--- src/rtl/core/mcopa_pkg.sv ---
// ----------------------------------------------------------------------------
// Monte Carlo option payoff accumulator package
// Shared types, register indexes, fixed-point constants and the reciprocal
// table used by the Taylor series of the exponential.
// ----------------------------------------------------------------------------
package mcopa_pkg;

    // Number of fractional bits of the exponent and of exp(f).
    localparam int FRAC_BITS = 28;
    // ln(2) in Q.28.
    localparam logic [36:0] LN2_Q28 = 37'd186065280;
    // floor(2^48 / LN2_Q28), used to estimate the range-reduction quotient.
    localparam logic [20:0] LN2_RECIP = 21'd1512775;
    // Offset of 128*ln(2) that makes the reduced exponent non-negative.
    localparam logic [37:0] X_OFFSET = 38'd23816355840;
    // Bias of the range-reduction quotient.
    localparam logic signed [8:0] K_BIAS = 9'sd128;
    // Number of Taylor terms.
    localparam logic [3:0] EXP_TERMS = 4'd12;
    // Depth of the queue between the front and the back.
    localparam int QUEUE_DEPTH = 4;
    localparam logic [31:0] MAX32 = 32'hFFFF_FFFF;

    // Register indexes on the configuration port.
    localparam logic [2:0] REG_SPOT     = 3'd0;
    localparam logic [2:0] REG_STRIKE   = 3'd1;
    localparam logic [2:0] REG_DRIFT    = 3'd2;
    localparam logic [2:0] REG_DIFFUSE  = 3'd3;
    localparam logic [2:0] REG_DISCOUNT = 3'd4;
    localparam logic [2:0] REG_ANTI     = 3'd5;

    // One queued sample with its classification.
    typedef struct packed {
        logic signed [15:0] z;
        logic               last;
        logic               anti;
    } queue_entry_t;

    // Queue status seen by the front and the back.
    typedef struct packed {
        logic full;
        logic empty;
    } queue_status_t;

    // Pricing parameters handed to the back.
    typedef struct packed {
        logic [31:0]        spot;
        logic [31:0]        strike;
        logic signed [31:0] drift;
        logic [30:0]        diffusion;
        logic [31:0]        discount;
    } price_cfg_t;

    // Sequencer states of the back.
    typedef enum logic [3:0] {
        ST_IDLE,
        ST_MULX,
        ST_XSUM,
        ST_KDIV,
        ST_TMUL,
        ST_TREC,
        ST_TCOR,
        ST_SPOT,
        ST_SHIFT,
        ST_ACC,
        ST_DIVGO,
        ST_DIV,
        ST_MLO,
        ST_MHI,
        ST_MADD,
        ST_OUT
    } eng_state_t;

    // floor(2^32 / n) for the Taylor divisors 1 to 12.
    function automatic logic [32:0] recip(input logic [3:0] n);
        logic [32:0] r;
        unique case (n)
            4'd1:    r = 33'd4294967296;
            4'd2:    r = 33'd2147483648;
            4'd3:    r = 33'd1431655765;
            4'd4:    r = 33'd1073741824;
            4'd5:    r = 33'd858993459;
            4'd6:    r = 33'd715827882;
            4'd7:    r = 33'd613566756;
            4'd8:    r = 33'd536870912;
            4'd9:    r = 33'd477218588;
            4'd10:   r = 33'd429496729;
            4'd11:   r = 33'd390451572;
            4'd12:   r = 33'd357913941;
            default: r = 33'd0;
        endcase
        return r;
    endfunction

endpackage

--- src/rtl/core/mcopa_queue.sv ---
// ----------------------------------------------------------------------------
// Monte Carlo option payoff accumulator queue
// Short first-in first-out queue that lets the front and the back stall
// independently.
// ----------------------------------------------------------------------------
module mcopa_queue (
    input  logic                     clk,
    input  logic                     rst_n,
    input  logic                     push,
    input  mcopa_pkg::queue_entry_t  push_entry,
    input  logic                     pop,
    output mcopa_pkg::queue_entry_t  head,
    output mcopa_pkg::queue_status_t qstat
);

    localparam int PW = $clog2(mcopa_pkg::QUEUE_DEPTH);

    mcopa_pkg::queue_entry_t entry_reg [mcopa_pkg::QUEUE_DEPTH];
    logic [PW-1:0] wr_ptr_reg, wr_ptr_next;
    logic [PW-1:0] rd_ptr_reg, rd_ptr_next;
    logic [PW:0]   fill_reg, fill_next;

    assign head        = entry_reg[rd_ptr_reg];
    assign qstat.full  = (fill_reg == (PW+1)'(mcopa_pkg::QUEUE_DEPTH));
    assign qstat.empty = (fill_reg == '0);

    // Pointer and fill bookkeeping.
    always_comb
    begin
        wr_ptr_next = push ? wr_ptr_reg + 1'b1 : wr_ptr_reg;
        rd_ptr_next = pop ? rd_ptr_reg + 1'b1 : rd_ptr_reg;
        fill_next   = fill_reg;
        if (push && !pop)
        begin
            fill_next = fill_reg + 1'b1;
        end
        else if (pop && !push)
        begin
            fill_next = fill_reg - 1'b1;
        end
    end

    always_ff @(posedge clk or negedge rst_n)
    begin
        if (!rst_n)
        begin
            wr_ptr_reg <= '0;
            rd_ptr_reg <= '0;
            fill_reg   <= '0;
        end
        else
        begin
            wr_ptr_reg <= wr_ptr_next;
            rd_ptr_reg <= rd_ptr_next;
            fill_reg   <= fill_next;
        end
    end

    // Entry storage carries no reset.
    always_ff @(posedge clk)
    begin
        if (push)
        begin
            entry_reg[wr_ptr_reg] <= push_entry;
        end
    end

endmodule

--- config.mk ---
export PLATFORM = sky130hd
export DESIGN_NAME = mcopa_queue
export DESIGN_NICKNAME = d
export VERILOG_FILES = /design/src/rtl/core/mcopa_pkg.sv /design/src/rtl/core/mcopa_queue.sv
export SDC_FILE = /design/constraint.sdc
export NUM_CORES = 1
export LEC_CHECK = 0
export BUFFER_PORTS_ARGS = -buffer_cell sky130_fd_sc_hd__buf_2
export CAP_MARGIN = 0
export CORE_MARGIN = 4
export CORE_UTILIZATION = 50
export DETAILED_ROUTE_END_ITERATION = 7
export GPL_TIMING_DRIVEN = 1
export PLACE_DENSITY = 0.74
export REMOVE_ABC_BUFFERS = 1
export SYNTH_ARGS = -nofsm -noshare
export SYNTH_HDL_FRONTEND = slang
export SYNTH_SLANG_ARGS = --single-unit
export TNS_END_PERCENT = 30
--- constraint.sdc ---
create_clock -name clk -period 1.46 [get_ports clk]
set_clock_uncertainty 0.05 [all_clocks]
set_input_delay 0.073 -clock clk [delete_from_list [all_inputs] [get_ports clk]]
set_output_delay 0.073 -clock clk [all_outputs]
set_load 0.03 [all_outputs]
==> results of run 1 <==
[timing repair]
action,CTS,global route
hold endpoints to repair,80,0
hold buffers,21,0
endpoints found under the setup margin,18,21
setup buffers,0,1
pin swaps,0,0
resized for setup,22,6
[through the flow]
stage | area [um2] | cells | hold slack [ps] | TNS, ps | total power [mW]
finish | 3850 | 284 | 7.91 | -4520 | 7.56
global route | 3850 | 284 | 10.3 | -5710 | 7.93
CTS | 3820 | 283 | 3.17 | -5180 | 7.57
detailed placement | 3400 | 248 | -130 | -37.9 | 6.03
global placement | 3400 | 248 | -138 | 0 | 5.91
floorplan | 2960 | 124 | -273 | -8640 | 5.03
[metal layers]
metal	wire length (um)	GRT usage, %	part of all wire, %
met3	241	5.34	4.8
met5	0	0	0
met2	2800	26.7	56
met1	1890	16.5	38
met4	78	5.61	1.6
[path summary, 6_finish.rpt]
path / slack, ps / from / cells after the start / endpoint
min in group asynchronous: 50 / rst_n / 2 / wr_ptr_reg[0]$_DFFE_PN0P_
max in group asynchronous: 1130 / rst_n / 2 / rd_ptr_reg[0]$_DFFE_PN0P_
worst max-delay path: -270 / rd_ptr_reg[0]$_DFFE_PN0P_ / 3 / head[2]
worst min register to register: 480 / fill_reg[2]$_DFFE_PN0P_ / 1 / fill_reg[2]$_DFFE_PN0P_
worst max register to register: 20 / fill_reg[1]$_DFFE_PN0P_ / 4 / fill_reg[2]$_DFFE_PN0P_
worst min-delay path: 8 / push / 3 / wr_ptr_reg[0]$_DFFE_PN0P_
[power breakdown]
group          switching, mW  internal (mW)  total [mW]
combinational           1.66           1.47        3.13
sequential             0.185           2.99        3.18
clock                  0.670          0.585        1.25
total                   2.51           5.05        7.56
[synthesized netlist by cell type]
| cell type | instances |
|---|---|
| sky130_fd_sc_hd__and2_1 | 4 |
| sky130_fd_sc_hd__buf_2 | 1 |
| sky130_fd_sc_hd__buf_4 | 1 |
| sky130_fd_sc_hd__buf_6 | 2 |
| sky130_fd_sc_hd__dfrtp_1 | 7 |
| sky130_fd_sc_hd__edfxtp_1 | 72 |
| sky130_fd_sc_hd__fa_1 | 1 |
| sky130_fd_sc_hd__ha_1 | 5 |
| sky130_fd_sc_hd__inv_1 | 4 |
| sky130_fd_sc_hd__mux2_2 | 1 |
| sky130_fd_sc_hd__mux4_2 | 18 |
| sky130_fd_sc_hd__nand2_1 | 2 |
| sky130_fd_sc_hd__nor2_1 | 1 |
| sky130_fd_sc_hd__nor3_1 | 1 |
| sky130_fd_sc_hd__nor3b_1 | 1 |
| sky130_fd_sc_hd__o21ai_0 | 1 |
| sky130_fd_sc_hd__xnor2_1 | 2 |
| sky130_fd_sc_hd__xor2_1 | 4 |
[worst max-delay path, delay by kind of cell (launching register included)]
kind,cells,cell delay [ps]
buffers and inverters,2,360
DFF,1,410
muxes,1,490
[cells by family (layout without fill, tap and decap cells)]
group           count (synthesis)  in the layout  share of synthesized area [%]
simple gates                    9              9                           1.63
fa+ha+maj                       6              6                           2.76
compound gates                  1              1                          0.167
xor+xnor                        6              6                           1.76
mux                            19             19                           13.9
buf+inv                         8             92                           1.67
flops                          79             79                           78.1
[final cells by class]
class	count	area (um2)	share of cell area, %
inverter	4	15.0	0.390
clock inverter	3	12.5	0.325
tap	72	90.1	2.34
timing repair buffer	74	642	16.7
clock buffer	11	131	3.42
multi-input combinational	41	616	16.0
sequential	79	2340	60.8
==> impl.org, run 1 <==
** Status
- Result of the run :: complete, but fails checks
- The final reports fail on setup timing.

** Layout
- Fin util :: 68.2%
- Filler cell count :: 361
- The repair_antennas step left the layout with diodes totalling 0.
- Fraction of layout cells with a size suffix above 1 :: 40.6%
- In the layout the commonest cells are sky130_fd_sc_hd__edfxtp_1 (72), sky130_fd_sc_hd__buf_2 (28), sky130_fd_sc_hd__dlygate4sd3_1 (21).
- Most common cell after layout, fill and taps aside :: sky130_fd_sc_hd__edfxtp_1
- After the last flow step, the layout net total stands at 237.
- Max reg flops :: 72
- Relative to the synthesized area, the layout overhead comes to 28.5%.

** STA
- Setup violations remaining at the end of the flow were counted as 18.
- Unrepaired setup endpoints after global routing :: yes
- Counting I/O delays and the setup requirement, the final critical path takes 1730 ps.
- The final critical path takes up 118% of the cycle.
- Count of endpoints failing hold in the final timing report :: 0
- Slew Viols, Final :: 0
- Max frequency :: 578 MHz
- Worst setup slack after layout :: -270 ps
- For the pin with the worst max-slew slack, the measured transition is 172 ps.
- Relative max-transition margin :: 88.5%

** Die
- Horizontal die dimension :: 85.4 um
- Die Height :: 85.4 um
- Row generation in the floorplan step produced 27 rows.
- Standard cell core area :: 5640 um2
- Die ar. :: 7290 um2
- I/O pin cnt :: 42
- Starting density of the core :: 53.0%

** Detailed routing
- Routed length per placed instance :: 17.7 um
- The routed design has 5020 um of wire.
- Dividing the detail-routed via count by the number of cells gives 5.12.
- Total number of vias :: 1454
- Initial drt markers :: 53
- The detail route stage leaves a number of antenna-violating nets equal to 0.
- Iteration count of the initial detailed-routing pass :: 4
- After detailed routing, the number of remaining DRC violations is 0.

** Place
- Pre-CTS setup slack :: -23.5 ps
- Placer congestion estimate :: 0.641
- The HPWL after detailed placement is 3340 um.
- Count of port buffers added during placement :: 41

** Worst setup path
- Along the worst path, the maximum fanout reaches 4.
- The worst setup path is of the reg2out kind.
- The largest single stage delay on the critical path is 490 ps.
- STA classifies the critical path startpoint as a register.
- The worst setup path is captured at an output port.
- Slowest cell on the critical path :: sky130_fd_sc_hd__mux4_2
- STA puts the critical path data required time at 1340 ps.
- Worst-path cell chain :: buf_4 > mux4_2 > buf_2
- Signal arrival time at the worst endpoint :: 1610 ps

** GRT
- The initial antenna violation count came to 0.
- Global routing used 15.0% of the available tracks.
- Maximum number of pins on one net before global-route repair :: 19
- The first global-routing pass estimated 7910 um of wire.
- After global routing the overflow that remains totals 0.
- Vias in the first global route :: 1629

** Clock network
- The clock passes through at most 2 buffers.
- For the worst-skew pair, the clock arrives at the later sink with an insertion delay of 340 ps.
- Reg clk slew, reported paths :: 70 ps
- TritonCTS created 9 clock buffers.
- The H-tree generated during clock tree synthesis spans 3 levels.
- The clock net in this run drives a total of 79 sinks.
- TritonCTS built the clock tree.
- In this run the clock root is driven by a sky130_fd_sc_hd__clkbuf_8.

** Synthesis
- The top cell type by area accounts for 72.2% of the synthesized area.
- Syn Std Cell Area :: 2990 um2
- Flip-flop and latch count after synthesis :: 79
- In the synthesized netlist, the number of instances is 128.
- Top cell type by total area after synthesis :: sky130_fd_sc_hd__edfxtp_1
- After synthesis, the mean cell area works out to 23.4 um2.
- Of the synthesized area, sequential elements account for 78.1%.
- Number of library cell types mapped by synthesis :: 18
- After synthesis, the cell types taking the most area are sky130_fd_sc_hd__edfxtp_1 (72%), sky130_fd_sc_hd__mux4_2 (14%), sky130_fd_sc_hd__dfrtp_1 (5.9%).
- For this run, the number of Yosys warnings is 0.

** Power
- For this design the ratio of total power to cell area is 1970 nW/um2.
- Leakage power figure :: 1.40 nW
- VDD IR-drop max :: 0.00107 V

** Flow run
- Across the run, the number of max-cap violations was 0.

** Worst hold path
- Worst hold-check path type :: in2reg
Note: power is estimated with default switching activity, not from simulation.
==> run 2: changes to the inputs <==
--- a/config.mk
+++ b/config.mk
@@ -8,10 +8,10 @@
 export BUFFER_PORTS_ARGS = -buffer_cell sky130_fd_sc_hd__buf_2
 export CAP_MARGIN = 0
 export CORE_MARGIN = 4
-export CORE_UTILIZATION = 50
+export CORE_UTILIZATION = 55
 export DETAILED_ROUTE_END_ITERATION = 7
 export GPL_TIMING_DRIVEN = 1
-export PLACE_DENSITY = 0.74
+export PLACE_DENSITY = 0.77
 export REMOVE_ABC_BUFFERS = 1
 export SYNTH_ARGS = -nofsm -noshare
 export SYNTH_HDL_FRONTEND = slang
==> constraint.sdc (replaced) <==
create_clock -name clk -period 1.75 [get_ports clk]
set_clock_uncertainty 0.05 [all_clocks]
set_input_delay 0.0875 -clock clk [delete_from_list [all_inputs] [get_ports clk]]
set_output_delay 0.0875 -clock clk [all_outputs]
set_load 0.03 [all_outputs]
==> run 2 against run 1 <==
Against the previous run:
- the run now ends clean
- global-route usage grew 2.0 points
- largest power group unchanged
- design area grew 0.78%
- wire length shrank 0.56%
- sequential share of layout area shrank 0.47 points
- via count shrank 0.96%
- total power shrank 11%
- first-iteration DRC count grew 9.4%
- sequential cell count is the same
- final cell count shrank 2.5%
- register-to-register slack gained 280 ps
- sequential power shrank 14%
==> impl.org, run 2 (synthesized netlist as in run 1, its figures left out) <==
** Status
- The flow ran to the end, and the final reports show no timing, DRC or antenna violations.

** Layout
- Fin util :: 74.5%
- Cells with a size suffix above 1 make up 39.6% of the layout.
- Area growth from synthesis to layout :: 29.5%
- The register with the most flip-flops in the layout has 72 of them.
- Final net count :: 231
- The finished layout holds 277 standard cells, fillers aside.
- Leaving out fill and tap cells, the most frequent cell in the layout is sky130_fd_sc_hd__edfxtp_1.
- In the layout the commonest cells are sky130_fd_sc_hd__edfxtp_1 (72), sky130_fd_sc_hd__buf_2 (22), sky130_fd_sc_hd__dlygate4sd3_1 (21).
- Final antenna diode count :: 0

** Die
- Placement row count :: 26
- 42 I/O pins were placed.
- Horizontal die dimension :: 81.8 um
- Starting density of the core :: 57.5%
- The core region is 5200 um2.
- The floorplan step defined a die boundary enclosing 6690 um2.
- Die Height :: 81.8 um

** STA
- Slew Viols, Final :: 0
- Count of endpoints failing setup in the final report :: 0
- Count of endpoints failing hold in the final timing report :: 0
- Setup tns final :: 0 ps
- In the finished design, the share of the clock period the worst path needs comes to 99.4%.
- Max frequency :: 575 MHz
- Pin slew with the least headroom to its limit :: 489 ps
- Setup repair after global routing could not meet its margin everywhere.
- In this run the tightest slew margin relative to its limit is 67.4%.
- Time the final worst path needs with I/O delays and setup :: 1740 ps

** Worst setup path
- Along the worst path, the maximum fanout reaches 10.
- Worst EP required :: 1610 ps
- Element type at the critical path start :: register
- Slowest Stage Delay on Critical Path :: 530 ps
- Number of buffers and inverters on the critical path :: 2
- The critical path is of the reg2out type.
- Sort of element at the end of the critical path :: output port
- Slowest cell on the critical path :: sky130_fd_sc_hd__mux4_2
- At the worst endpoint, the arrival time is 1600 ps.
- Walking the worst path, the cells encountered are buf_12 > mux4_2 > buf_6.
- Grouping stages by cell kind, the critical path spends the most delay in multiplexers.

** Detailed routing
- Initial drt markers :: 58
- For this run, design rule violations remaining after detail routing come to 0.
- DRT Wirelength :: 4990 um
- Across all layers, the routed design uses 1440 vias.
- Routed length per placed instance :: 18.0 um
- The pre-antenna-repair detailed-routing pass consisted of 4 iterations.
- Post-detailed-route count of antenna-violating nets :: 0
- In the routed layout, each cell is associated on average with a via count of 5.20.

** GRT
- Wire length of the first global-routing pass :: 7900 um
- The number of global-route vias before repair is 1598.
- Entering global routing, the biggest net connects 20 pins.
- Total routing usage reported by global routing :: 17.0%
- For this run the aggregate overflow at the end of global routing stands at 0.
- The initial antenna violation count was 0.

** Clock network
- CTS Root Cell :: sky130_fd_sc_hd__clkbuf_8
- Max clock buf depth :: 2
- Depth of the CTS H-tree :: 3
- Once the clock tree was built, the setup fixing pass inserted 0 buffers.
- Total number of clock tree sinks :: 79
- Worst skew pair latency :: 330 ps
- After clock tree synthesis, the clock-pin slew on the worst setup and hold paths is 70 ps.
- TritonCTS built the clock tree.
- Clock buffer count from CTS :: 9

** Place
- Placer congestion estimate :: 0.653
- The count of buffers added on input and output ports is 41.
- After detailed placement, the design holds a cell count of 241.
- The HPWL after detailed placement is 3010 um.

** Power
- Leakage power figure :: 1.41 nW
- Power density relative to cell area :: 1730 nW/um2
- VDD IR-drop max :: 0.000847 V

** Flow run
- Max-Cap Viols :: 0

** Worst hold path
- The min-delay analysis places its worst path in the category in2async.
[run 2: repair_timing]
action                                  4_1_cts  5_1_grt
pin swaps                                     0        0
hold buffers                                 21        0
endpoints found under the setup margin       18       37
endpoints found under the hold margin        81        0
gates resized for setup                      39        4
[run 2: cell type report]
cell class	instances	area, um2
sequential	79	2340
fill	304	1330
timing repair buffer	68	626
multi-input combinational	41	607
clock buffer	10	128
tap	70	87.6
clock inverter	5	73.8
inverter	4	15.0
[run 2: report_power, final]
group / internal (mW) / switching, mW / total (mW) / leakage, nW
clock: 0.786 / 0.593 / 1.38 / 0.104
sequential: 2.49 / 0.230 / 2.72 / 0.741
combinational: 1.27 / 1.32 / 2.60 / 0.562
total: 4.55 / 2.15 / 6.70 / 1.41
[run 2: path summary, 6_finish.rpt]
path	slack (ps)	end	cells past startpoint	from
worst max-delay path	10	head[2]	3	rd_ptr_reg[0]$_DFFE_PN0P_
worst min-delay path	60	fill_reg[0]$_DFFE_PN0P_	2	rst_n
worst max register to register	300	entry_reg[0][15]$_DFFE_PP_	5	wr_ptr_reg[0]$_DFFE_PN0P_
worst min register to register	450	fill_reg[2]$_DFFE_PN0P_	1	fill_reg[2]$_DFFE_PN0P_
max in group asynchronous	1420	rd_ptr_reg[0]$_DFFE_PN0P_	2	rst_n
min in group clk	440	rd_ptr_reg[0]$_DFFE_PN0P_	3	pop
[run 2: stage by stage]
step | hold WS (ps) | area [um2] | setup WS [ps] | power [mW]
detailed placement | -123 | 3330 | 29.7 | 4.93
CTS | 46.3 | 3870 | -61.8 | 6.76
finish | 57.4 | 3880 | 10.3 | 6.70
floorplan | -258 | 2960 | -48.6 | 4.20
global placement | -124 | 3330 | 75.4 | 4.87
global route | 59.7 | 3880 | -67.2 | 7.02
[run 2: layer usage]
metal / track usage (%) / routed length [um] / vias up
li1: - / - / 665
met1: 20.0 / 2040 / 734
met2: 28.7 / 2680 / 29
met3: 4.17 / 174 / 12
met4: 9.30 / 92 / 0
met5: 0 / 0 / -
